$ cat src/rtl/cds_ram.sv
// generic simple dual-port ram, one write and one registered read port
// no dependencies
`default_nettype none
module cds_ram #(
  parameter int WIDTH = 8,
  parameter int DEPTH = 16
) (
  input  wire logic                     clk,
  input  wire logic                     we,
  input  wire logic [$clog2(DEPTH)-1:0] waddr,
  input  wire logic [WIDTH-1:0]         wdata,
  input  wire logic                     re,
  input  wire logic [$clog2(DEPTH)-1:0] raddr,
  output logic      [WIDTH-1:0]         rdata
);

  logic [WIDTH-1:0] mem [DEPTH];

  always_ff @(posedge clk) begin
    if (we) begin
      mem[waddr] <= wdata;
    end
    // read data holds while no read is issued
    if (re) begin
      rdata <= mem[raddr];
    end
  end

endmodule
`default_nettype wire

$ cat config.mk
export PLATFORM = sky130hd
export DESIGN_NAME = cds_ram
export DESIGN_NICKNAME = d
export VERILOG_FILES = /design/src/rtl/cds_ram.sv
export SDC_FILE = /design/constraint.sdc
export NUM_CORES = 1
export LEC_CHECK = 0
export ABC_CLOCK_PERIOD_IN_PS = 1700
export BUFFER_PORTS_ARGS = -buffer_cell sky130_fd_sc_hd__buf_4
export CORE_MARGIN = 5
export CORE_UTILIZATION = 55
export CTS_BUF_LIST = sky130_fd_sc_hd__clkbuf_8
export CTS_CLUSTER_DIAMETER = 120
export CTS_CLUSTER_SIZE = 12
export DETAILED_ROUTE_END_ITERATION = 8
export GPL_TIMING_DRIVEN = 1
export PLACE_DENSITY = 0.79
export SYNTH_ARGS = -nofsm -noshare
export SYNTH_HDL_FRONTEND = slang
export SYNTH_SLANG_ARGS = --single-unit
$ cat constraint.sdc
create_clock -name clk -period 1.7 [get_ports clk]
set_input_delay 0 -clock clk [delete_from_list [all_inputs] [get_ports clk]]
set_output_delay 0 -clock clk [all_outputs]
set_load 0.01 [all_outputs]
# [After elaboration in Yosys (flattened, before gate mapping)]
# Memory sizes are Yosys's and may differ from the RTL's. A register that Yosys moved wholly into a read port is not among the register bits.
# Index checks and enable logic that the tools add are counted.
[op_classes] muxes=2
[ops] cell="1-bit two-way mux" n=2
[word_totals] regBits=0 ramBits=128 inputBits=19 out_inout_bits=8 wordCells=3 n_memories=1
[memory_table] name="mem" words=16 width=8 read_ports=1 rd_clocked_by_memory_dff=1 write_ports=1 line="17" rtl="logic [WIDTH-1:0] mem [DEPTH];"

# [Depth between registers and ports, before layout]
# Gate-level depths: netlist (run 1).
[depth] ltp_word=2 depth_mapped=5

# [Worst setup path before layout (run 1)]
# OpenSTA, ideal clock, no wires.
[synth_timing] path_kind="input to register" from="input port waddr[2]" to="memory mem[0][0], enable pin" setup_time_ps=383 t_arrival_ps=1110 t_required_ps=1317 path_slack_ps=207 stages=2 n_path_buf=0 path_cell_list="or3b_2 nor3_1"
[synth_rtl] element="start: declaration" line="10" rtl="input wire logic [$clog2(DEPTH)-1:0] waddr,"
[synth_rtl] element="end: declaration" line="17"
# Straight into the memory's write port.

==> results.cfg, run 1 <==
[global_route]
met2_usage_pct = 27.5
overflow = 0
busiest_layer = met2
first_global_vias = 2566
grt_pass1_wl_mm = 14.6
grt_start_max_net_pins = 17
use_met1_pct = 24.3
grt_use_total_pct = 17.9
antenna_found_initial = 0
use_met3_pct = 4.80

[final_layout]
design_area_um2 = 6150
areaGrowthSynthToFinish_pct = 17.6
drive_above_1_share_pct = 31.8
n_antenna_cell = 0
final_nets = 314

[floorplan]
die-area_um2 = 11600
design.core.area_um2 = 9240
fp.dieH_um = 107
rows = 35
pin_count = 27
start_util_pct = 56.6
die_w_um = 107

[routing]
viasPerCell = 5.59
wirelength_mm = 9.20
drtPass1Iterations = 4
drc = 0
postRouteAntennaNets = 0
wl_per_cell_um = 21.0
vias = 2443
initialDrtViolationCount = 218

[synthesis]
synth_most_common_cell = edfxtp_1
postSynthRegisterBits = 136
synth_nets = 248
synth_top_area_share_pct = 78.1
synth-edff-count = 136
yosys-top-cells-area = edfxtp_1 78%, mux4_2 7.8%, mux4_1 7.0%
ys_warn_count = 0
synth.distinct_cells = 18
ys_top_cells_by_count = 136 x edfxtp_1, 18 x mux4_2, 16 x a22oi_1, 14 x mux4_1, 13 x nor2_1
netlist_area_um2 = 5230
avgSynthCellArea_um2 = 22.8
yosysSeqAreaShare_pct = 78.1
synthArstFlopShare_pct = 0
synthFlopType = edfxtp_1
syn_inst = 229
synth_top_cell_by_area = edfxtp_1

[status]
status = finished clean

[clock_network]
cts-root-buf = clkbuf_8
numCtsBuffers = 17
path_clk_slew_ns = 0.08
htreeDepth = 4
hold_buffers = 9
clock_sink_count = 136
clock_latency_ns = 0.42
post-cts-setup-buffers = 0
tritoncts = yes
post_cts_resized = 0
clock_path_buffers = 2

[timing]
fin_crit_ns = 1.64
hold_viol = 0
period_share_pct = 96.3
clock.fmax_ghz = 0.611
setup_violations = 0
fin_ws_ns = 0.0635
max-slew-margin-rel_pct = 72.6
worst_slew_pin_slew_ns = 0.410
fin_tns_setup_ns = 0
rsz0062_at_grt = false
skew_ns = 0.0127
slew_violations = 0

[job]
drv_cap = 0

[placed_design]
gp_congestion = 0.764
placed_area_um2 = 5700
dp_slack_ns = 0.129
port_buffers = 26
dp_hpwl_mm = 5.93

[worst_setup_path]
path_max_fanout = 1
reg2reg_slack_ns = 0.06
critPathKind = reg -> reg
cp.required_ns = 1.84
cp-start-kind = register
end_kind = register
critPathArrivalTime_ns = 1.78

[power]
ir_worst_vdd_uv = 553
p_leak_nw = 2.08
total_power_mw = 6.51
power_density_nw_per_um2 = 1060

[hold_path]
hold_path_class = in -> reg
## metal layers
layer	vias to the layer above	wire, um
li1	1111	-
met1	1223	3770
met2	93	4630
met3	16	544
met4	0	253
met5	-	0
## worst max-delay path, stage by stage (launching register included)
cell,delay [ns]
edfxtp_1,0.41
mux4_2,0.49
a22oi_1,0.31
nand2_1,0.15
## placed cells by master, fill, tap and decap left out, drive strengths merged
| cell type | n |
|---|---|
| mux4 | 32 |
| nor2b | 1 |
| clkinv | 8 |
| dlygate4sd3 | 9 |
| inv | 3 |
| clkinvlp | 3 |
| nand3b | 2 |
| nor2 | 13 |
| clkbuf | 17 |
| nand2b | 2 |
| a22oi | 16 |
| edfxtp | 136 |
| buf | 48 |
| nor3 | 4 |
| and2 | 1 |
| nand2 | 9 |
| and2b | 1 |
| bufinv | 1 |
| nand3 | 1 |
| or3b | 1 |
## layout make-up
| type | count | area (um^2) |
|---|---|---|
| fill | 547 | 3090 |
| clock inverter | 15 | 125 |
| tap | 129 | 161 |
| multi-input combinational | 83 | 1060 |
| clock buffer | 17 | 234 |
| timing repair buffer | 57 | 488 |
| sequential | 136 | 4080 |
## worst paths after layout
kind,to,cells after the start,startpoint
setup / recovery,rdata[6],3,mem[2][6]
hold / removal,mem[4][3],3,waddr[0]
setup reg to reg,rdata[6],3,mem[2][6]
hold reg to reg,rdata[3],3,mem[14][3]
## per-stage QoR
step | hold WS [ns] | util [%] | std cells
final | 0.0997 | 66.6 | 437
after global routing | 0.0745 | 66.6 | 437
after CTS | 0.0705 | 66.6 | 437
after detailed placement | 0.305 | 61.7 | 396
after global placement | 0.300 | 61.7 | 396
after floorplan | 0.0989 | - | 229
## cells by family after synthesis
family	Yosys count	share of synthesized area (%)
flops	136	78.1
buf+inv	10	1.65
compound gates	16	2.30
mux	32	14.8
simple gates	35	3.14
## state kept, by name, indices dropped and copies added, names as in the netlist
| signal | count |
|---|---|
| rdata | 8 |
| mem | 128 |
## power breakdown
group / switching (mW) / internal [mW]
Clock: 1.17 / 1.15
Combinational: 0.196 / 0.190
Sequential: 0.0204 / 3.77
Total: 1.39 / 5.11
Note: power is estimated with default switching activity, not from simulation.
==> run 2: changes to the inputs <==
- CORE_UTILIZATION: 55 -> 60
- PLACE_DENSITY: 0.79 -> 0.84
==> results.cfg, run 2 (synthesis gave the netlist of run 1 again) <==
[status]
status = finished clean

[final_layout]
top_regs = mem x128, rdata x8
stdcell_count = 414
n_antenna_cell = 0
final_nets = 312
top_register = mem
design_area_um2 = 6130
drive_above_1_share_pct = 30.4
areaGrowthSynthToFinish_pct = 17.3
layout_commonest_cell = edfxtp_1
final_cell_mix = 136 x edfxtp_1, 44 x buf_4, 18 x mux4_2
largest_reg_flops = 128
fin_util_pct = 71.4

[clock_network]
hold_buffers = 9
numCtsBuffers = 17
post_cts_resized = 0
post-cts-setup-buffers = 0
tritoncts = yes
htreeDepth = 4
path_clk_slew_ns = 0.08
cts-root-buf = clkbuf_8
clock_latency_ns = 0.43
clock_sink_count = 136
clock_path_buffers = 2

[floorplan]
die_w_um = 103
fp.dieH_um = 103
pin_count = 27
design.core.area_um2 = 8590
die-area_um2 = 10700
start_util_pct = 60.8
rows = 34

[power]
p_switching_mw = 1.39
switching_share_pct = 20.5
pwr-share-comb_pct = 5.6
clockPowerShare_pct = 38.3
pwr-share-seq_pct = 56.1
ir_worst_vdd_uv = 560
p_leak_nw = 2.08
power_density_nw_per_um2 = 1100
internal_power_mw = 5.38
total_power_mw = 6.77

[timing]
fin_ws_ns = 0.205
slew_violations = 0
worst_slew_pin_slew_ns = 0.606
period_share_pct = 87.9
clock.fmax_ghz = 0.669
max-slew-margin-rel_pct = 59.4
hold_viol = 0
rsz0062_at_grt = false
fin_crit_ns = 1.49
fin_tns_setup_ns = 0
fin_hold_ws_ns = 0.0963
skew_ns = 0.0134
setup_violations = 0

[global_route]
first_global_vias = 2616
grt_pass1_wl_mm = 14.8
overflow = 0
grt_use_total_pct = 20.2
grt_start_max_net_pins = 33
antenna_found_initial = 0

[routing]
wl_per_cell_um = 23.0
postRouteAntennaNets = 0
wirelength_mm = 9.53
viasPerCell = 6.06
drtPass1Iterations = 4
vias = 2507
drc = 0
initialDrtViolationCount = 174

[placed_design]
gp_congestion = 0.785
placed_area_um2 = 5650
port_buffers = 26
dp_slack_ns = 0.111
dp.cells = 373

[worst_setup_path]
cp_cell_sequence = mux4_1 > a22oi_1 > nand2_1
path_max_fanout = 1
cp.required_ns = 1.88
r2r-start = mem[1][1]
end_kind = register
slowest_stage = mux4_1
critPathArrivalTime_ns = 1.67
startpoint = mem[1][1]
critPathKind = reg -> reg
max_stage_delay_ns = 0.51
cp-start-kind = register

[job]
drv_cap = 0

[hold_path]
hold_path_class = in -> reg
min_from = waddr[0]
[run 2: power by group through the flow]
stage	registers, mW	clock network (mW)	logic, mW
after floorplan	3.87	0	0.191
after global placement	3.87	0	0.357
after detailed placement	3.87	0	0.370
after CTS	3.80	2.65	0.387
after global routing	3.80	2.81	0.414
final	3.80	2.59	0.382
[run 2: routing by layer]
layer	GRT usage [%]	wire, um	vias up
li1	-	-	1110
met1	28.2	3920	1294
met3	5.30	598	11
met5	0	0	-
met4	7.87	153	0
met2	31.0	4850	92
[run 2: area by class of cell]
cell class                      instances  area [um^2]
Clock inverter                         15          161
Tap cell                              108          135
Multi-Input combinational cell         83         1060
Fill cell                             497         2460
Sequential cell                       136         4080
Timing Repair Buffer                   55          460
Clock buffer                           17          234
[run 2: worst max-delay path, delay by kind of cell (launching register included)]
family             cells  cell delay (ns)
AOI/OAI and AO/OA      1             0.30
DFF                    1             0.35
muxes                  1             0.51
and+or+nand+nor        1             0.09
[run 2: final timing paths]
kind	cells after the start	slack, ns	end
worst min register to register	3	0.74	rdata[3]
worst max register to register	3	0.21	rdata[1]
worst min-delay path	3	0.1	mem[8][4]
worst max-delay path	3	0.21	rdata[1]
