[src/rtl/cds_pkg.sv]
// shared types and constants of the 4:4:4 to 4:2:0 chroma downsampler
// no dependencies; used by cds_front, cds_avg and the top level
`default_nettype none
package cds_pkg;

  localparam int MAX_WIDTH       = 4096;
  localparam int SAMPLE_BITS     = 16;
  localparam int FIELD_BITS      = 16;
  localparam int LW_BITS         = 13;
  localparam int LINE_DEPTH      = MAX_WIDTH / 2;
  localparam int COL_BITS        = $clog2(MAX_WIDTH);
  localparam int IDX_BITS        = $clog2(LINE_DEPTH);
  localparam int PAIR_BITS       = SAMPLE_BITS + 1;
  localparam int SUM_BITS        = PAIR_BITS + 1;
  localparam int LINE_WORD_BITS  = 2 * PAIR_BITS;
  localparam int CMP_BITS        = (LW_BITS > COL_BITS + 1) ? LW_BITS : COL_BITS + 1;
  localparam int TDATA_BITS      = ((3 * FIELD_BITS + 7) / 8) * 8;
  localparam logic [LW_BITS-1:0] LINE_WIDTH_RESET = LW_BITS'(1920);

  // work handed from the front end to the averaging stage
  typedef struct packed {
    logic [SAMPLE_BITS-1:0] luma;
    logic                   emit;
    logic [PAIR_BITS-1:0]   cb_pair;
    logic [PAIR_BITS-1:0]   cr_pair;
  } cds_stage_t;

  // line store access for one item
  typedef struct packed {
    logic                      we;
    logic [IDX_BITS-1:0]       waddr;
    logic [LINE_WORD_BITS-1:0] wdata;
    logic                      re;
    logic [IDX_BITS-1:0]       raddr;
  } cds_line_cmd_t;

endpackage
`default_nettype wire

[src/rtl/cds_avg.sv]
// averaging stage: adds the stored pair sums and holds the output item
// depends on cds_pkg
`default_nettype none
module cds_avg import cds_pkg::*; (
  input  wire logic                      clk,
  input  wire logic                      rst_n,
  input  wire logic                      stage_valid,
  output logic                           stage_ready,
  input  wire cds_stage_t                stage,
  input  wire logic [LINE_WORD_BITS-1:0] line_rdata,
  output logic                           out_tvalid,
  input  wire logic                      out_tready,
  output logic [TDATA_BITS-1:0]          out_tdata,
  output logic                           out_tuser
);

  logic                   out_valid_r;
  logic [TDATA_BITS-1:0]  out_data_r, out_data_nxt;
  logic                   out_user_r, out_user_nxt;
  logic                   go;
  logic [SUM_BITS-1:0]    cb_sum, cr_sum;
  logic [SAMPLE_BITS-1:0] cb_avg, cr_avg;

  assign stage_ready = !out_valid_r || out_tready;
  assign go          = stage_valid && stage_ready;
  assign out_tvalid  = out_valid_r;
  assign out_tdata   = out_data_r;
  assign out_tuser   = out_user_r;

  always_comb begin
    cb_sum = SUM_BITS'(line_rdata[PAIR_BITS-1:0]) + SUM_BITS'(stage.cb_pair) + SUM_BITS'(2);
    cr_sum = SUM_BITS'(line_rdata[LINE_WORD_BITS-1:PAIR_BITS]) + SUM_BITS'(stage.cr_pair)
           + SUM_BITS'(2);
    cb_avg = stage.emit ? cb_sum[SUM_BITS-1:2] : '0;
    cr_avg = stage.emit ? cr_sum[SUM_BITS-1:2] : '0;
    out_data_nxt = '0;
    out_data_nxt[FIELD_BITS-1:0]            = FIELD_BITS'(stage.luma);
    out_data_nxt[FIELD_BITS +: FIELD_BITS]   = FIELD_BITS'(cb_avg);
    out_data_nxt[2*FIELD_BITS +: FIELD_BITS] = FIELD_BITS'(cr_avg);
    out_user_nxt = stage.emit;
  end

  always_ff @(posedge clk) begin
    if (!rst_n) begin
      out_valid_r <= 1'b0;
    end else if (go) begin
      out_valid_r <= 1'b1;
    end else if (out_tready) begin
      out_valid_r <= 1'b0;
    end
  end

  always_ff @(posedge clk) begin
    if (go) begin
      out_data_r <= out_data_nxt;
      out_user_r <= out_user_nxt;
    end
  end

endmodule
`default_nettype wire

[config.mk]
export PLATFORM = sky130hd
export DESIGN_NAME = cds_avg
export DESIGN_NICKNAME = d
export VERILOG_FILES = /design/src/rtl/cds_pkg.sv /design/src/rtl/cds_avg.sv
export SDC_FILE = /design/constraint.sdc
export NUM_CORES = 1
export LEC_CHECK = 0
export ABC_AREA = 1
export BUFFER_PORTS_ARGS = -buffer_cell sky130_fd_sc_hd__buf_2
export CAP_MARGIN = 0
export CORE_AREA = 3 3 89 91
export DETAILED_ROUTE_END_ITERATION = 10
export DIE_AREA = 0 0 92 94
export PLACE_DENSITY = 0.85
export SETUP_SLACK_MARGIN = 0.05
export SLEW_MARGIN = 10
export SYNTH_ARGS = -nofsm -noshare
export SYNTH_HDL_FRONTEND = slang
export SYNTH_SLANG_ARGS = --single-unit
[constraint.sdc]
create_clock -name clk -period 5.7 [get_ports clk]
set_clock_uncertainty 0.1 [all_clocks]
set_input_delay 0.57 -clock clk [delete_from_list [all_inputs] [get_ports clk]]
set_output_delay 0.57 -clock clk [all_outputs]
set_load 0.01 [all_outputs]
Yosys cells after proc, flatten, opt, wreduce, memory -nomap -nowiden
Cells that the tools add are included.
Cells by class
  add/sub/neg operators: 4
  $mul: 0
  divide/modulo/power cells: 0
  $lt $le $gt $ge: 0
  eq/ne operators: 0
  shifts and indexed selects: 0
  multiplexer cells: 2
  bitwise logic cells: 0
  reduce and logical (&&, ||, !) cells: 4
Operators by type and width (count)
  17-bit by 17-bit adder with 18-bit output: 2
  18-bit by 2-bit adder with 18-bit output, second input constant: 2
  1-bit two-way mux: 2
  2-bit nonzero test: 1
  1-bit logical AND: 1
  1-bit zero test: 1
  1-bit logical OR: 1
Storage, ports and cells
  register bits after elaboration: 50
  bits in latches: 0
  memory bits (writable): 0
  ROM bits: 0
  word-level logic and storage cells: 14
  memories: 0

Longest topological paths before layout
Gate-level depths: netlist of the first run.
  word-level depth: 4
  gate-level depth with buffers: 14
  depth with buffers taken out: 14

Worst setup path after synthesis of the first run
OpenSTA, ideal clock, no wires.
  kind: input to register
  start: input stage_valid
  end: register out_data_r[0] (netlist: out_tdata[0]), enable pin
  setup time: 472 ps
  arrival time: 2999 ps
  data required time: 5128 ps
  setup slack: 2129 ps
  stages: 2
  buffers on the path: 0
  path through: inv_1 -> a21oi_1
Between the ends
  word-level cells in the longest chain between the ends: 1
RTL lines
  start: declaration: RTL line cds_avg.sv:7  | input wire logic stage_valid,
  1-bit logical AND: RTL line cds_avg.sv:25  | assign go = stage_valid && stage_ready;
  via go: RTL line cds_avg.sv:20  | logic go;
  end signal: assignment: RTL line cds_avg.sv:55  | out_data_r <= out_data_nxt;
  end: declaration: RTL line cds_avg.sv:18  | logic [TDATA_BITS-1:0] out_data_r, out_data_nxt;
The timed path passes the listed nets, and every way through them passes these cells.
A chain may end at the register's enable or synchronous reset.

Final worst setup path of the first run
  start: input stage[19] in the netlist's numbering
  end: register out_data_r[29] (netlist: out_tdata[29]) (data pin)
Between the ends
  word-level cells in the longest chain between the ends: 2
RTL lines
  start: declaration: RTL line cds_avg.sv:9  | input wire cds_stage_t stage,
  17-bit by 17-bit adder with 18-bit output: RTL line cds_avg.sv:31  | cb_sum = SUM_BITS'(line_rdata[PAIR_BITS-1:0]) + SUM_BITS'(stage.cb_pair) + SUM_BITS'(2);
  18-bit by 2-bit adder with 18-bit output: RTL line cds_avg.sv:31
No other way between the ends.

==> run metrics, run 1 <==
WL/cell=11.9 um; worst r2r src=out_tvalid; status=completed; Mapped Area=0.00393 sq mm; commonest cells after routing, fill and taps aside=148 x nand2_1, 139 x buf_2, 68 x inv_1, 62 x ha_1, 49 x edfxtp_1; post-route worst setup slack=3520 ps; Die Height=94 um; Synth cell types=26; total track usage=20.3%; DR DRC count=0; die width=92 um; measured slew at the worst slew-check pin=approximately 600 ps; Critical Path AT=2150 ps; post-synthesis simple-gate area fraction=25.6%; critical path required time=5670 ps; buffers and inverters on the worst path=1; Initial DRC Count=about 180; Worst-Skew Late Latency=290 ps; setup TNS=0 ps; RD Place Congestion=0.913; largest net degree at the start of global routing=50; Final ANT Viol Nets=0; post-DP HPWL=7230 um; GRT overflow=0; Worst path most repeated cell=nand2_1; clk slew on worst S/H paths=90 ps; Num CTS Buffers=5; die area=0.00865 sq mm; Synth Register Bits=50; Mapped Avg Cell Area=between 8 and 9 sq um; final hold vios=0; CTS tree=yes; cell count after synthesis=between 400 and 500; vias=3646; Critical path origin=stage[19]; clock root buffer=clkbuf_8; Syn Nets=643; CORE AREA=0.00721 sq mm; post-CTS setup buffers=0; first drt pass iteration count=5; CP endpoint kind=register; Site Rows=31; CTS resizes=0; Critical Path Max Stage Delay=450 ps; critical path cell sequence=buf_2, ha_1, fa_1, nand2_1, nand2_1, nand3b_1, nand2_1, nand3_1, nand3_1, nand2_1, nor2_1; # setup viols final=0; hold path start=stage[47]; I/O Buffers=139; CP startpoint kind=input port; Final Cycle Share=38.3%; peak supply drop=0.123 mV; CP Max Fanout=4; critical path class=input port to register; Clock Path Buffers=2; pre-CTS WS=3210 ps; nets=787; xor/xnor share of the synthesized area=0%; Max Slew Vio Count=0; # Max-Cap Violations=0; layout cell share with drive strength beyond 1=28.0%; vias in the first global route=3230; most common cell after layout, fill and taps aside=nand2_1; n_diodes=0; RSZ-0062 raised after global routing=no; PwrDens=222 mW/mm^2; cell family with most CP delay=adder cells; Synth Area in Compound Gates=7.71%; Initial Util=54.4%; antenna violations before repair=0; Slew headroom=58.8%; first-pass GRT wire length=14300 um; slowest stage cell, crit path=fa_1; Seq/Total Area, Yosys=38.0%; main combinational cell family by area after synthesis=simple AND/OR/NAND/NOR gates; DRT Wirelength=8730 um; area grow syn2layout=23.6%; Yosys warning count=0; clk sinks=50; worst hold path type=input port to register; Fmax achieved=459 MHz; Top Ports=140; Hold-fix buffers, CTS=0; vias per inst=4.97; Fillers=648; H-Tree Depth=2; adder-cell share of the synthesized area=~21%; Pleak=2.67 nW; hold_ws=between 300 and 400 ps; mux cell area share after synthesis=0%; fin crit period=2180 ps
[where the power goes]
part | internal (W) | leakage [nW] | switching [W] | total [W]
Sequential | 0.000446 | 0.492 | 0.00000762 | 0.000454
Combinational | 0.000143 | 2.12 | 0.000229 | 0.000372
Clock | 0.000132 | 0.0585 | 0.000122 | 0.000254
Total | 0.000721 | 2.67 | 0.000359 | 0.00108
[area by class of cell]
class	count	area [sq um]	area share (%)
tap	99	124	2.55
inverter	77	289	5.95
clock inverter	3	43.8	0.902
clock buffer	5	68.8	1.42
timing repair buffer	140	703	14.5
sequential	50	1490	30.7
multi-input combinational	360	2140	44.0
[flip-flops by register name, summed over array words and instances, names as in the netlist]
signal / cells
out_tdata: 48
out_tvalid: 1
out_tuser: 1
[synthesized netlist by cell type, drive strengths merged]
| master | number | share of area [%] |
|---|---|---|
| o21ai | 12 | 1.5 |
| nand3b | 1 | 0.19 |
| buf | 1 | 0.13 |
| fa | 2 | 1.0 |
| nor2 | 50 | 5.0 |
| inv | 77 | 7.4 |
| ha | 62 | 20 |
| a21oi | 41 | 5.3 |
| edfxtp | 49 | 37 |
| o21bai | 2 | 0.67 |
| nand3 | 22 | 2.9 |
| nor3 | 3 | 0.76 |
| and2 | 4 | 0.64 |
| or2 | 2 | 0.32 |
| a21boi | 1 | 0.19 |
| nand2 | 158 | 16 |
| clkbuf | 2 | 0.45 |
| dfxtp | 1 | 0.51 |
[cells by family (layout without fill, tap and decap cells)]
family / after synthesis / in the layout
and+or+nand+nor: 240 / 240
AOI/OAI and AO/OA: 56 / 56
adders and majority gates: 64 / 64
buffers and inverters: 80 / 225
DFF: 50 / 50
[metrics by stage]
| stage | power (W) | cell area, sq um | instances | utilization (%) |
|---|---|---|---|---|
| after CTS | 0.00109 | 4860 | 734 | 67.3 |
| after floorplan | 0.000716 | 3930 | 490 | - |
| after detailed placement | 0.000834 | 4740 | 726 | 65.7 |
| after global routing | 0.00116 | 4860 | 734 | 67.3 |
| final | 0.00108 | 4860 | 734 | 67.3 |
| after global placement | 0.000823 | 4740 | 726 | 65.7 |
[layer usage]
metal / track usage, % / up-vias / share of wire [%]
met2: 36.0 / 139 / 47
li1: - / 1885 / -
met1: 25.5 / 1614 / 43
met5: 0 / - / 0
met3: 5.05 / 8 / 8.8
met4: 3.09 / 0 / 0.63
[worst paths after layout]
kind | to | slack, ps | depth (start not counted)
max | out_tdata[29] | 3520 | 11
max reg2reg | out_tdata[16] | 4210 | 2
min reg2reg | out_tvalid | 490 | 2
min | out_tdata[12] | 340 | 1
(Power assumes the default switching activity.)
==> run 2, diff against run 1 <==
Settings changed: CORE_AREA 3 3 89 91 to 3 3 92 94, DIE_AREA 0 0 92 94 to 0 0 95 97, PLACE_DENSITY 0.85 to 0.8.
Clock period 5.7 ns to 2.2 ns, I/O delays scaled along.
==> run metrics, run 2 (synthesis gave the netlist of run 1 again) <==
post-CTS setup buffers=0; # Max-Cap Violations=0; die width=95 um; DR DRC count=0; clk slew on worst S/H paths=100 ps; Final Cycle Share=82.6%; die area=0.00922 sq mm; Die Height=97 um; total track usage=19.5%; max FFs per register=48; Fmax achieved=550 MHz; Final ANT Viol Nets=0; nets=803; CORE AREA=0.00773 sq mm; FF+latch area=0.00149 sq mm; clock root buffer=clkbuf_8; critical path class=input port to register; vias per inst=just under 5; post-route worst setup slack=382 ps; Num CTS Buffers=5; peak supply drop=0.337 mV; CTS resizes=0; antenna violations before repair=0; setup TNS=0 ps; clk sinks=50; RSZ-0062 raised after global routing=no; n_diodes=0; vias in the first global route=about 3500; Initial Util=50.8%; CTS tree=yes; commonest cells after routing, fill and taps aside=148 x nand2_1, 139 x buf_2, 68 x inv_1, 62 x ha_1, 49 x edfxtp_1; first-pass GRT wire length=14700 um; fin crit period=1820 ps; area grow syn2layout=27.7%; Max Slew Vio Count=0; worst hold path type=input port to register; most common cell after layout, fill and taps aside=nand2_1; Site Rows=32; Worst-Skew Late Latency=roughly 300 ps; # setup viols final=0; pre-CTS WS=67.5 ps; I/O Buffers=139; Pleak=2.73 nW; Fillers=703; largest net degree at the start of global routing=50; Slew headroom=59.3%; PwrDens=548 mW/mm^2; Top Ports=140; RD Place Congestion=0.889; Initial DRC Count=130; layout cell share with drive strength beyond 1=27.3%; DRT Wirelength=8950 um; final hold vios=0; first drt pass iteration count=4; post-DP HPWL=around 7200 um; GRT overflow=0; CP Max Fanout=4; WL/cell=11.9 um; Critical Path AT=1790 ps; CP startpoint kind=input port; measured slew at the worst slew-check pin=610 ps; vias=between 3000 and 4000; H-Tree Depth=2; area of the multi-input gates=0.00214 sq mm; CP endpoint kind=register; status=completed; critical path required time=2170 ps; Clock Path Buffers=2
[run 2: power by group]
group	switching, W	total [W]	internal [W]	leakage, nW
Combinational	0.000594	0.000986	0.000392	2.19
Clock	0.000347	0.000583	0.000237	0.0502
Sequential	0.0000230	0.00118	0.00116	0.492
[run 2: layer usage]
layer / part of all wire (%) / global-route usage, %
met2: 47 / 34.1
met3: 7.8 / 4.51
met5: 0 / 0
met4: 0.41 / 3.11
met1: 44 / 24.7
[run 2: timing repair]
item	in CTS	in global routing
endpoints found under the setup margin	0	0
hold buffers	15	1
hold endpoints to repair	15	1
[run 2: worst paths after layout]
path                   start             to  slack [ps]  cells past startpoint
setup / recovery    stage[2]  out_tdata[43]         380                     11
hold / removal         rst_n     out_tvalid          70                      2
setup reg to reg  out_tvalid   out_tdata[7]         940                      2
hold reg to reg   out_tvalid     out_tvalid         470                      2
[run 2: layout make-up]
type	count	share of cell area [%]
tap	102	2.54
sequential	50	29.7
clock buffer	5	1.37
multi-input combinational	360	42.6
timing repair buffer	156	17.5
clock inverter	3	0.574
inverter	77	5.76
[run 2: critical path: stages]
cell and delay, ps:
buf_2 100, ha_1 330, fa_1 460, nand2_1 120
nand2_2 70, nand3_1 100, nand2_2 110, nand2_2 80
nand2_2 50, nor2_1 110, nor2_2 50
[run 2: stage by stage]
step | instances | hold WS [ps] | total power (W) | utilization (%) | instance area [sq um]
floorplan | 490 | 219 | 0.00185 | - | 3940
global placement | 729 | 297 | 0.00214 | 61.6 | 4760
detailed placement | 729 | 299 | 0.00217 | 61.6 | 4760
CTS | 752 | 8.60 | 0.00277 | 64.8 | 5010
global route | 753 | 48.0 | 0.00296 | 64.9 | 5020
finish | 753 | 65.8 | 0.00275 | 64.9 | 5020
