File: src/rtl/cds_pkg.sv
// shared types and constants of the 4:4:4 to 4:2:0 chroma downsampler
// no dependencies; used by cds_front, cds_avg and the top level
`default_nettype none
package cds_pkg;

  localparam int MAX_WIDTH       = 4096;
  localparam int SAMPLE_BITS     = 16;
  localparam int FIELD_BITS      = 16;
  localparam int LW_BITS         = 13;
  localparam int LINE_DEPTH      = MAX_WIDTH / 2;
  localparam int COL_BITS        = $clog2(MAX_WIDTH);
  localparam int IDX_BITS        = $clog2(LINE_DEPTH);
  localparam int PAIR_BITS       = SAMPLE_BITS + 1;
  localparam int SUM_BITS        = PAIR_BITS + 1;
  localparam int LINE_WORD_BITS  = 2 * PAIR_BITS;
  localparam int CMP_BITS        = (LW_BITS > COL_BITS + 1) ? LW_BITS : COL_BITS + 1;
  localparam int TDATA_BITS      = ((3 * FIELD_BITS + 7) / 8) * 8;
  localparam logic [LW_BITS-1:0] LINE_WIDTH_RESET = LW_BITS'(1920);

  // work handed from the front end to the averaging stage
  typedef struct packed {
    logic [SAMPLE_BITS-1:0] luma;
    logic                   emit;
    logic [PAIR_BITS-1:0]   cb_pair;
    logic [PAIR_BITS-1:0]   cr_pair;
  } cds_stage_t;

  // line store access for one item
  typedef struct packed {
    logic                      we;
    logic [IDX_BITS-1:0]       waddr;
    logic [LINE_WORD_BITS-1:0] wdata;
    logic                      re;
    logic [IDX_BITS-1:0]       raddr;
  } cds_line_cmd_t;

endpackage
`default_nettype wire

File: src/rtl/cds_front.sv
// front end: raster position, horizontal pair sums and line store commands
// depends on cds_pkg
`default_nettype none
module cds_front import cds_pkg::*; (
  input  wire logic                   clk,
  input  wire logic                   rst_n,
  input  wire logic                   cfg_wr_en,
  input  wire logic [LW_BITS-1:0]     cfg_wr_data,
  input  wire logic                   in_tvalid,
  output logic                        in_tready,
  input  wire logic [TDATA_BITS-1:0]  in_tdata,
  input  wire logic                   in_tuser,
  output logic                        stage_valid,
  input  wire logic                   stage_ready,
  output cds_stage_t                  stage,
  output cds_line_cmd_t               line_cmd
);

  logic [LW_BITS-1:0]     line_width_r;
  logic [COL_BITS-1:0]    col_r, col_nxt;
  logic                   odd_r, odd_nxt;
  logic [PAIR_BITS-1:0]   cb_part_r, cr_part_r;
  logic                   stage_valid_r;
  cds_stage_t             stage_r, stage_nxt;

  logic                   accept;
  logic [SAMPLE_BITS-1:0] luma, cb, cr;
  logic [COL_BITS-1:0]    col;
  logic                   odd;
  logic [PAIR_BITS-1:0]   cb_pair, cr_pair;
  logic [CMP_BITS-1:0]    w_even, eff_w, col_inc;

  assign in_tready   = !stage_valid_r || stage_ready;
  assign accept      = in_tvalid && in_tready;
  assign stage_valid = stage_valid_r;
  assign stage       = stage_r;

  assign luma = in_tdata[SAMPLE_BITS-1:0];
  assign cb   = in_tdata[FIELD_BITS +: SAMPLE_BITS];
  assign cr   = in_tdata[2*FIELD_BITS +: SAMPLE_BITS];

  always_comb begin
    w_even = CMP_BITS'(line_width_r) & ~CMP_BITS'(1);
    if (w_even < CMP_BITS'(2)) begin
      eff_w = CMP_BITS'(2);
    end else if (w_even > CMP_BITS'(MAX_WIDTH)) begin
      eff_w = CMP_BITS'(MAX_WIDTH) & ~CMP_BITS'(1);
    end else begin
      eff_w = w_even;
    end
  end

  always_comb begin
    col     = in_tuser ? '0 : col_r;
    odd     = in_tuser ? 1'b0 : odd_r;
    cb_pair = cb_part_r + PAIR_BITS'(cb);
    cr_pair = cr_part_r + PAIR_BITS'(cr);
    col_inc = CMP_BITS'(col) + CMP_BITS'(1);
    // a width lowered mid-row ends the row after this pixel
    if (col_inc >= eff_w) begin
      col_nxt = '0;
      odd_nxt = !odd;
    end else begin
      col_nxt = col_inc[COL_BITS-1:0];
      odd_nxt = odd;
    end

    stage_nxt.luma    = luma;
    stage_nxt.emit    = col[0] && odd;
    stage_nxt.cb_pair = cb_pair;
    stage_nxt.cr_pair = cr_pair;

    line_cmd.we    = accept && col[0] && !odd;
    line_cmd.re    = accept && col[0] && odd;
    line_cmd.waddr = col[COL_BITS-1:1];
    line_cmd.raddr = col[COL_BITS-1:1];
    line_cmd.wdata = {cr_pair, cb_pair};
  end

  always_ff @(posedge clk) begin
    if (!rst_n) begin
      line_width_r  <= LINE_WIDTH_RESET;
      col_r         <= '0;
      odd_r         <= 1'b0;
      cb_part_r     <= '0;
      cr_part_r     <= '0;
      stage_valid_r <= 1'b0;
    end else begin
      if (cfg_wr_en) begin
        line_width_r <= cfg_wr_data;
      end
      if (accept) begin
        col_r         <= col_nxt;
        odd_r         <= odd_nxt;
        stage_valid_r <= 1'b1;
        if (!col[0]) begin
          cb_part_r <= PAIR_BITS'(cb);
          cr_part_r <= PAIR_BITS'(cr);
        end
      end else if (stage_ready) begin
        stage_valid_r <= 1'b0;
      end
    end
  end

  always_ff @(posedge clk) begin
    if (accept) begin
      stage_r <= stage_nxt;
    end
  end

endmodule
`default_nettype wire

File: config.mk
export PLATFORM = sky130hd
export DESIGN_NAME = cds_front
export DESIGN_NICKNAME = d
export VERILOG_FILES = /design/src/rtl/cds_pkg.sv /design/src/rtl/cds_front.sv
export SDC_FILE = /design/constraint.sdc
export NUM_CORES = 1
export LEC_CHECK = 0
export ABC_AREA = 1
export BUFFER_PORTS_ARGS = -buffer_cell sky130_fd_sc_hd__buf_2
export CORE_ASPECT_RATIO = 1.2
export CORE_MARGIN = 5
export CORE_UTILIZATION = 50
export DETAILED_ROUTE_END_ITERATION = 16
export PLACE_DENSITY = 0.77
export SYNTH_ARGS = -nofsm -noshare
export SYNTH_HDL_FRONTEND = slang
export SYNTH_SLANG_ARGS = --single-unit
File: constraint.sdc
create_clock -name clk -period 3.9 [get_ports clk]
set_clock_uncertainty 0.05 [all_clocks]
set_input_delay 0.78 -clock clk [delete_from_list [all_inputs] [get_ports clk]]
set_output_delay 0.78 -clock clk [all_outputs]
set_load 0.03 [all_outputs]
### Word level (Yosys, flattened, before mapping)

Index checks and enable logic that the tools add are counted.

| storage, ports and cells | value |
|---|---|
| register bits after elaboration | 110 |
| output and inout port bits | 111 |

| cells by class | value |
|---|---|
| mux-type cells | 8 |
| reductions and logical operators | 10 |
| $add $sub $neg | 3 |
| magnitude comparators | 3 |
| bitwise gates (word level) | 1 |

Operators by type and width:

| kind | count |
|---|---|
| $add A16 B16 Y17 | 2 |
| $mux W13 | 2 |
| $mux W12 | 2 |
| $add A12 B1 Y13 const B | 1 |
| $ge A13 B13 Y1 | 1 |
| $gt A13 B13 Y1 const B | 1 |
| $lt A13 B2 Y1 const B | 1 |
| $logic_and A1 B1 Y1 | 5 |
| $mux W1 | 4 |
| $logic_not A1 Y1 | 2 |
| $reduce_and A2 Y1 | 1 |
| $reduce_bool A2 Y1 | 1 |
| $logic_or A1 B1 Y1 | 1 |
| $not A1 Y1 | 1 |

### Longest topological paths before layout

Gate-level depths: netlist of the first run.

| depth | value |
|---|---|
| word-level depth | 5 |
| gate-level depth with buffers | 21 |
| mapped depth without buffers | 21 |

### Worst setup path before layout of the first run

OpenSTA, ideal clock, no wires.

| timing | value |
|---|---|
| kind | input to register |
| start | input stage_ready |
| end | register stage_r, in the netlist stage[0], enable pin |
| slack | 547 ps |
| stages on the path | 5 |
| path buffers | 1 |
| arrival time | 2868 ps |
| path through | inv_1 nand2_1 nand2_1 inv_2 clkbuf_1 |

| on the way | value |
|---|---|
| word-level cells in the longest chain between the ends | 2 |

Ends and longest elaborated chain:

| element | line | text |
|---|---|---|
| from (decl) | cds_front.sv:14 | `input wire logic stage_ready,` |
| $logic_or A1 B1 Y1 | cds_front.sv:33 | `assign in_tready = !stage_valid_r \|\| stage_ready;` |
| named net in_tready | cds_front.sv:10 | `output logic in_tready,` |
| $logic_and A1 B1 Y1 | cds_front.sv:34 | `assign accept = in_tvalid && in_tready;` |
| named net accept | cds_front.sv:26 | `logic accept;` |
| to (signal assigned) | cds_front.sv:108 | `stage_r <= stage_nxt;` |
| to (decl) | cds_front.sv:24 | `cds_stage_t stage_r, stage_nxt;` |

The timed path passes the listed nets, and every way through them passes these cells.
A chain may end at the register's enable or synchronous reset.

==> results.sh, run 1 <==
export IMPL_io_buffers=176
export IMPL_crit_path_end_kind="output port"
export IMPL_postCtsSetupBuffers=0
export IMPL_syn_inst=752
export IMPL_placement_cell_area_um2=6948
export IMPL_critical_path_cell_chain="buf_2 > ha_1 > inv_1 > fa_1 > o21ai_2 > nand4_1 > nand3_1 > nand2_1 > o21bai_1 > buf_2"
export IMPL_synth_cell_types=39
export IMPL_regArea_um2=2693
export IMPL_slew_headroom_pct=29.62
export IMPL_ant_nets=0
export IMPL_grt_pass1_wl_um=22910
export IMPL_drt_wl_total_um=14040
export IMPL_vdd_drop_max_v=0.0002079
export IMPL_clock_sinks=109
export IMPL_rsz0062_at_grt="false"
export IMPL_crit_fanout=4
export IMPL_htree_levels=3
export IMPL_final_common_cell="buf_2"
export IMPL_powerDensity_nw_per_um2=428.6
export IMPL_synth_area_top_cells="edfxtp_1 24%, dfxtp_1 19%, nand2_1 9.5%"
export IMPL_fin_nets=992
export IMPL_synth_edf_count=51
export IMPL_drtIter0Drc=277
export IMPL_startpoint_type="input pin"
export IMPL_synth_top_area_cell="edfxtp_1"
export IMPL_antenna_found_initial=0
export IMPL_fin_crit_sh_pct=86.35
export IMPL_max_stage_delay_ns=0.42
export IMPL_setup_tns_ns=0
export IMPL_final_cell_area_um2=7257
export IMPL_fp_dieW_um=112.3
export IMPL_finalHoldViolCount=0
export IMPL_report_final_slew_viol_count=0
export IMPL_wire_per_inst_um=13.44
export IMPL_fillCellCount=1166
export IMPL_fp_dieH_um=132.7
export IMPL_synth_seq_cells=109
export IMPL_io_pins=178
export IMPL_synthArstFlopShare_pct=0
export IMPL_area_growth_pct=15.68
export IMPL_crit_required_ns=3.07
export IMPL_maxCapViolCount=0
export IMPL_power_leakage_uw=0.003542
export IMPL_crit_family="adder cells"
export IMPL_yosysTopAreaCellShare_pct=24.41
export IMPL_path_common_cell="buf_2"
export IMPL_grt_overflow=0
export IMPL_start_util_pct=51.33
export IMPL_ys_flop_type="dfxtp_1"
export IMPL_finalSetupViolCount=0
export IMPL_worstMarginPinSlew_ns=1.055
export IMPL_ys_warn_count=0
export IMPL_core_area_um2=12220
export IMPL_rows=44
export IMPL_routed_via_density=5.021
export IMPL_final_cell_mix="176 x buf_2, 159 x nand2_1, 73 x a21oi_1"
export IMPL_insertion_delay_ns=0.34
export IMPL_ctsResizeCount=0
export IMPL_finalCriticalPeriod_ns=3.367
export IMPL_dieArea_um2=14900
export IMPL_drc_errors=0
export IMPL_syn_nets=866
export IMPL_critical_path_class="in2out"
export IMPL_drive_gt1_share_pct=25.71
export IMPL_cts_tree="built"
export IMPL_cts_hold_buf=0
export IMPL_place_gp_congestion=0.8795
export IMPL_avgSynthCellArea_um2=8.342
export IMPL_grt_total_usage_pct=18.38
export IMPL_synth_seq_area_share_pct=42.92
export IMPL_multi_input_area_um2=2890
export IMPL_slowest_stage="fa_1"
export IMPL_clockBufferDepth=2
export IMPL_first_pass_iters=5
export IMPL_critPathArrivalTime_ns=2.54
export IMPL_status="finished clean"
export IMPL_grt_pass1_vias=4895
export IMPL_path_buf_inv=3
export IMPL_fin_ws_ns=0.5325
export IMPL_hpwl_um=10920
export IMPL_grt_max_degree=43
export IMPL_syn_cell_area_um2=6274
export IMPL_cts_root_buf="clkbuf_16"
export IMPL_clk_pin_slew_worst_paths_ns=0.08
export IMPL_vias=5247
export IMPL_numCtsBuffers=9
export IMPL_max_freq_ghz=0.2970
export IMPL_place_ws_ns=0.5112
export IMPL_hold_path_class="reg2reg"
[per-stage QoR]
step                      power (µW)  std cells  hold WS [ns]  utilization, %
after floorplan                 2076        752        0.3933               -
after global placement          2207       1028        0.4029           56.85
after detailed placement        2219       1028        0.4088           56.85
after CTS                       3147       1044        0.4213           59.36
after global routing            3260       1044        0.4351           59.36
final                           3110       1045        0.4183           59.38
[worst min-delay path, stage by stage (launching register included)]
cell	delay [ns]
dfxtp_1	0.32
nand2_1	0.06
a21oi_1	0.05
[report_power, final]
group | switching [µW] | total (µW) | internal (µW)
sequential | 36.2 | 1340 | 1310
clock | 462 | 923 | 461
combinational | 594 | 842 | 249
[kinds of logic after synthesis]
| family | share of synthesized area [%] |
|---|---|
| flip-flops | 42.92 |
| adder cells (fa/ha/maj) | 9.613 |
| AND/OR/NAND/NOR | 22.56 |
| XOR/XNOR | 3.769 |
| AO/OA/AOI/OAI | 10.13 |
| buffers and inverters | 11.01 |
[synthesized netlist by cell type, types with 2 or more instances]
cell / number
a21oi_1: 73
a31oi_1: 6
and2_1: 2
buf_2: 9
buf_4: 47
clkbuf_1: 8
dfxtp_1: 58
edfxtp_1: 51
fa_1: 2
ha_1: 45
inv_1: 59
inv_2: 5
nand2_1: 159
nand2_2: 9
nand3_1: 58
nand3_2: 2
nand3b_1: 3
nand4_1: 9
nor2_1: 56
nor2_2: 4
nor2_4: 4
nor3_1: 5
o21a_1: 4
o21ai_0: 29
o21ai_1: 2
o21ai_2: 2
o21bai_1: 2
o31ai_1: 2
or2_0: 2
xnor2_1: 9
xor2_1: 18
[metal layers]
layer | wire, µm | global-route usage [%] | part of all wire [%]
met1 | 6000 | 22.63 | 43
met2 | 7113 | 32.74 | 51
met3 | 799 | 3.335 | 5.7
met4 | 127 | 5.277 | 0.90
met5 | 0 | 0 | 0
[flip-flops by register name (all words and copies together), names as in the netlist]
name and cells:
cb_part_r 16, odd_r 1, cr_part_r 16, stage 51, stage_valid 1, line_width_r 12
col_r 12
[cell type report]
| type | instances | area share [%] |
|---|---|---|
| inverters | 66 | 3.483 |
| diodes | 1 | 0.03448 |
| clock inverters | 7 | 1.121 |
| well taps | 161 | 2.776 |
| clock buffers | 9 | 3.103 |
| repair buffers | 180 | 12.55 |
| flip-flops and latches | 109 | 37.10 |
| multi-input cells | 512 | 39.83 |
[path summary, 6_finish.rpt]
path,startpoint,endpoint,slack (ns),cells after the start
max,in_tdata[16],line_cmd[28],0.53,10
min,cr_part_r[9],cr_part_r[9],0.42,2
max reg2reg,col_r[1],col_r[0],1.19,19
min reg2reg,cr_part_r[9],cr_part_r[9],0.42,2
Note: power is estimated with default switching activity, not from simulation.
==> run 2: changes to the inputs <==
CORE_MARGIN = default   (was 5)
GPL_ROUTABILITY_DRIVEN = 0   (was default)
==> run 2 against run 1 <==
Net effect:
- clock power fell by 2.4%
- non-clock buffer count fell by 1
- critical endpoint is now line_cmd[39]
- setup slack got worse by 0.018 ns
- combinational power rose by 0.5%
- hold slack barely moved
==> results.sh, run 2 (synthesized netlist as in run 1, its figures left out) <==
export IMPL_crit_fanout=4
export IMPL_dieArea_um2=13000
export IMPL_startpoint_type="input pin"
export IMPL_slowest_stage="fa_1"
export IMPL_timing_rr_start="col_r[1]"
export IMPL_hold_path_class="reg2reg"
export IMPL_io_buffers=176
export IMPL_critical_path_cell_chain="buf_2 > ha_1 > inv_1 > fa_1 > o21ai_2 > nand2_1 > nand2_1 > a21oi_1 > xnor2_1 > buf_2"
export IMPL_vias=5323
export IMPL_cts_tree="built"
export IMPL_rows=44
export IMPL_insertion_delay_ns=0.35
export IMPL_worstMarginPinSlew_ns=1.042
export IMPL_numCtsBuffers=9
export IMPL_pwr_share_comb_pct=27.4
export IMPL_r2r_end="col_r[8]"
export IMPL_wire_per_inst_um=13.01
export IMPL_core_area_um2=12170
export IMPL_crit_family="adder cells"
export IMPL_power_frac_seq_pct=43.5
export IMPL_final_common_cell="buf_2"
export IMPL_max_stage_delay_ns=0.41
export IMPL_slew_headroom_pct=30.48
export IMPL_maxCapViolCount=0
export IMPL_antenna_found_initial=1
export IMPL_finalCriticalPeriod_ns=3.386
export IMPL_grt_pass1_wl_um=22530
export IMPL_drive_gt1_share_pct=25.62
export IMPL_hpwl_um=10300
export IMPL_pwr_share_clk_pct=29.2
export IMPL_max_freq_ghz=0.2954
export IMPL_io_pins=178
export IMPL_worst_r2r_path_depth=19
export IMPL_status="finished clean"
export IMPL_holdPathStages=2
export IMPL_path_buf_inv=3
export IMPL_report_final_slew_viol_count=0
export IMPL_grt_max_degree=82
export IMPL_grt_overflow=0
export IMPL_grt_total_usage_pct=21.33
export IMPL_ctsResizeCount=0
export IMPL_r2r_slack_ns=1.21
export IMPL_grt_pass1_vias=4946
export IMPL_clock_sinks=109
export IMPL_largest_register_ffs=51
export IMPL_drt_wl_total_um=13580
export IMPL_fp_dieH_um=124.7
export IMPL_setup_tns_ns=0
export IMPL_p_sw_uw=1080
export IMPL_clk_pin_slew_worst_paths_ns=0.07
export IMPL_critical_path_class="in2out"
export IMPL_clockBufferDepth=2
export IMPL_hp_start="cr_part_r[5]"
export IMPL_finalHoldViolCount=0
export IMPL_postCtsSetupBuffers=0
export IMPL_vdd_drop_max_v=0.0002132
export IMPL_dp_cells=1027
export IMPL_rsz0062_at_grt="false"
export IMPL_htree_levels=3
export IMPL_fin_cells=1044
export IMPL_fin_nets=991
export IMPL_ant_nets=0
export IMPL_final_cell_mix="176 x buf_2, 159 x nand2_1, 73 x a21oi_1"
export IMPL_crit_required_ns=3.07
export IMPL_drc_errors=0
export IMPL_fp_dieW_um=104.3
export IMPL_drtIter0Drc=204
export IMPL_cts_root_buf="clkbuf_16"
export IMPL_first_pass_iters=5
export IMPL_powerDensity_nw_per_um2=426.3
export IMPL_area_growth_pct=15.58
export IMPL_fin_crit_sh_pct=86.81
export IMPL_cts_hold_buf=0
export IMPL_internal_power_uw=2011
export IMPL_finalSetupViolCount=0
export IMPL_routed_via_density=5.099
export IMPL_min_to="cr_part_r[5]"
export IMPL_start_util_pct=51.56
export IMPL_p_sw_share_pct=34.93
export IMPL_critPathArrivalTime_ns=2.56
export IMPL_crit_path_end_kind="output port"
export IMPL_power_leakage_uw=0.003533
-- run 2: cell count changes in the layout (fill, tap and decap cells not counted), sizes merged --
cell      before  now
buf          180  179
clkinvlp       0    1
clkinv         4    3
-- run 2: worst reg2reg max path: cells and delay by family, from the launching register on --
kind	cells	cell delay [ns]
compound gates	2	0.27
fa+ha+maj	2	0.55
flops	1	0.35
simple gates	11	1.15
buf+inv	4	0.26
-- run 2: final cells by class --
cell class / instances / area (µm²)
fillers: 1164 / 4916
well taps: 161 / 201.4
diodes: 1 / 2.502
multi-input cells: 512 / 2890
flip-flops and latches: 109 / 2693
clock inverters: 7 / 70.07
repair buffers: 179 / 915.9
clock buffers: 9 / 225.2
inverters: 66 / 252.7
-- run 2: power groups by stage --
stage	Combinational, µW	Sequential (µW)	Clock, µW
2_1_floorplan	596	1480	0
5_1_grt	920	1350	975
6_report	846	1340	901
3_5_place_dp	848	1370	0
3_3_place_gp	836	1370	0
4_1_cts	850	1350	922
-- run 2: routing by layer --
layer / vias to the layer above / part of all wire [%] / global-route usage, %
li1: 2720 / - / -
met5: - / 0 / 0
met2: 138 / 51 / 38.47
met3: 18 / 4.1 / 2.930
met1: 2447 / 43 / 25.32
met4: 0 / 1.9 / 8.655
-- run 2: worst max-delay path by stage --
stage	start	to	cells after the start
final	in_tdata[32]	line_cmd[39]	10
after detailed placement	in_tuser	col_r[0]	19
after global placement	in_tuser	col_r[0]	19
after CTS	in_tdata[32]	line_cmd[39]	10
after global routing	in_tdata[32]	line_cmd[39]	10
after floorplan	stage_ready	stage[0]	5
-- run 2: per-stage QoR --
step                power (µW)  util, %  worst slack (ns)  hold WS (ns)  instance area, µm²
floorplan                 2076        -            0.5467        0.3933                6274
global placement          2202    57.15            0.5635        0.4028                6953
detailed placement        2219    57.15            0.5117        0.4090                6953
CTS                       3117    59.57            0.5197        0.4195                7248
global route              3250    59.57            0.4056        0.4350                7248
finish                    3091    59.59            0.5144        0.4182                7251
==> run 3: changes to the inputs <==
clock period = 3.5 ns   (was 3.9 ns; I/O delays follow)
==> run 3 against run 2 <==
Net effect:
- register-to-register slack got worse by 0.39 ns
- die area did not move
- wire length fell by 0.52%
- count of clock-buffer cells in the layout did not move
- first-iteration DRC count fell by 2.5%
- clock power rose by 12%
- setup slack got worse by 0.21 ns
==> results.sh, run 3 (synthesized netlist as in run 1, its figures left out) <==
export IMPL_worstMarginPinSlew_ns=1.036
export IMPL_grt_total_usage_pct=21.20
export IMPL_crit_family="adder cells"
export IMPL_fin_nets=992
export IMPL_final_common_cell="buf_2"
export IMPL_fp_dieW_um=104.3
export IMPL_hpwl_um=10130
export IMPL_wire_per_inst_um=12.93
export IMPL_fillCellCount=1163
export IMPL_status="finished clean"
export IMPL_core_area_um2=12170
export IMPL_grt_pass1_wl_um=22180
export IMPL_finalCriticalPeriod_ns=3.195
export IMPL_clk_pin_slew_worst_paths_ns=0.07
export IMPL_area_growth_pct=15.64
export IMPL_powerDensity_nw_per_um2=475.1
export IMPL_start_util_pct=51.56
export IMPL_max_freq_ghz=0.3130
export IMPL_crit_required_ns=2.75
export IMPL_htree_levels=3
export IMPL_ant_nets=0
export IMPL_crit_path_end_kind="output port"
export IMPL_regArea_um2=2693
export IMPL_vdd_drop_max_v=0.0002261
export IMPL_critPathArrivalTime_ns=2.45
export IMPL_rsz0062_at_grt="false"
export IMPL_fp_dieH_um=124.7
export IMPL_cts_hold_buf=0
export IMPL_finalSetupViolCount=0
export IMPL_vias=5307
export IMPL_drive_gt1_share_pct=25.71
export IMPL_fin_crit_sh_pct=91.29
export IMPL_insertion_delay_ns=0.35
export IMPL_max_stage_delay_ns=0.42
export IMPL_path_buf_inv=3
export IMPL_rows=44
export IMPL_ctsResizeCount=0
export IMPL_critical_path_class="in2out"
export IMPL_critical_path_cell_chain="buf_2 > ha_1 > inv_1 > fa_1 > o21ai_2 > nand4_1 > nand3_1 > nand2_1 > o21bai_1 > buf_2"
export IMPL_slowest_stage="fa_1"
export IMPL_largest_register_ffs=51
export IMPL_postCtsSetupBuffers=0
export IMPL_grt_overflow=0
export IMPL_final_cell_mix="176 x buf_2, 159 x nand2_1, 73 x a21oi_1"
export IMPL_grt_max_degree=91
export IMPL_dieArea_um2=13000
export IMPL_crit_fanout=4
export IMPL_maxCapViolCount=0
export IMPL_io_pins=178
export IMPL_slew_headroom_pct=30.88
export IMPL_holdWs_ns=0.4192
export IMPL_numCtsBuffers=9
export IMPL_drc_errors=0
export IMPL_cts_root_buf="clkbuf_16"
export IMPL_cts_tree="built"
export IMPL_setup_tns_ns=0
export IMPL_drtIter0Drc=199
export IMPL_startpoint_type="input pin"
export IMPL_power_leakage_uw=0.003541
export IMPL_routed_via_density=5.078
export IMPL_antenna_found_initial=1
export IMPL_finalHoldViolCount=0
export IMPL_path_common_cell="buf_2"
export IMPL_report_final_slew_viol_count=0
export IMPL_multi_input_area_um2=2890
export IMPL_io_buffers=176
export IMPL_drt_wl_total_um=13510
export IMPL_grt_pass1_vias=4811
export IMPL_clockBufferDepth=2
export IMPL_first_pass_iters=4
export IMPL_hold_path_class="reg2reg"
export IMPL_clock_sinks=109
==> run 3: changes by cell type in the layout (fill, tap and decap cells not counted), sizes merged <==
cell	change
clkinv	-1
clkinvlp	-1
buf	+1
inv	+2
==> run 3: metrics by stage <==
step	setup slack, ns	total power (µW)	cells	cell area, µm²	util (%)
finish	0.3047	3446	1045	7254	59.63
global route	0.1563	3625	1044	7252	59.61
CTS	0.3193	3476	1044	7252	59.61
detailed placement	0.3155	2469	1028	6960	57.21
global placement	0.3363	2455	1028	6960	57.21
floorplan	0.2267	2313	752	6274	-
==> run 3: area by class of cell <==
type / instances / area share [%]
flip-flops and latches: 109 / 37.12
clock buffers: 9 / 3.105
diodes: 1 / 0.03449
repair buffers: 180 / 12.73
multi-input cells: 512 / 39.84
well taps: 161 / 2.777
inverters: 66 / 3.484
clock inverters: 7 / 0.9141
==> run 3: worst paths after layout <==
check | slack (ns) | from | cells after the start | endpoint
setup / recovery | 0.30 | in_tdata[16] | 10 | line_cmd[28]
hold / removal | 0.42 | cb_part_r[0] | 2 | cb_part_r[0]
setup reg to reg | 0.82 | col_r[1] | 19 | col_r[9]
hold reg to reg | 0.42 | cb_part_r[0] | 2 | cb_part_r[0]
==> run 3: report_power, final <==
group	internal (µW)	total, µW	switching (µW)
Sequential	1460	1500	38.5
Clock	507	1010	500
Combinational	279	943	664
==> run 3: routing by layer <==
layer  track usage (%)  vias to the layer above  part of all wire, %  wire [µm]
met2             37.61                      157                   50       6757
met5                 0                        -                    0          0
met4             8.235                        0                  1.9        261
li1                  -                     2718                    -          -
met1             25.38                     2409                   43       5805
met3             3.663                       23                  5.1        686
==> run 3: tightest hold or removal path: cells and delay by family, from the launching register on <==
family          cells  cell delay (ns)
compound gates      1             0.05
simple gates        1             0.06
flops               1             0.32
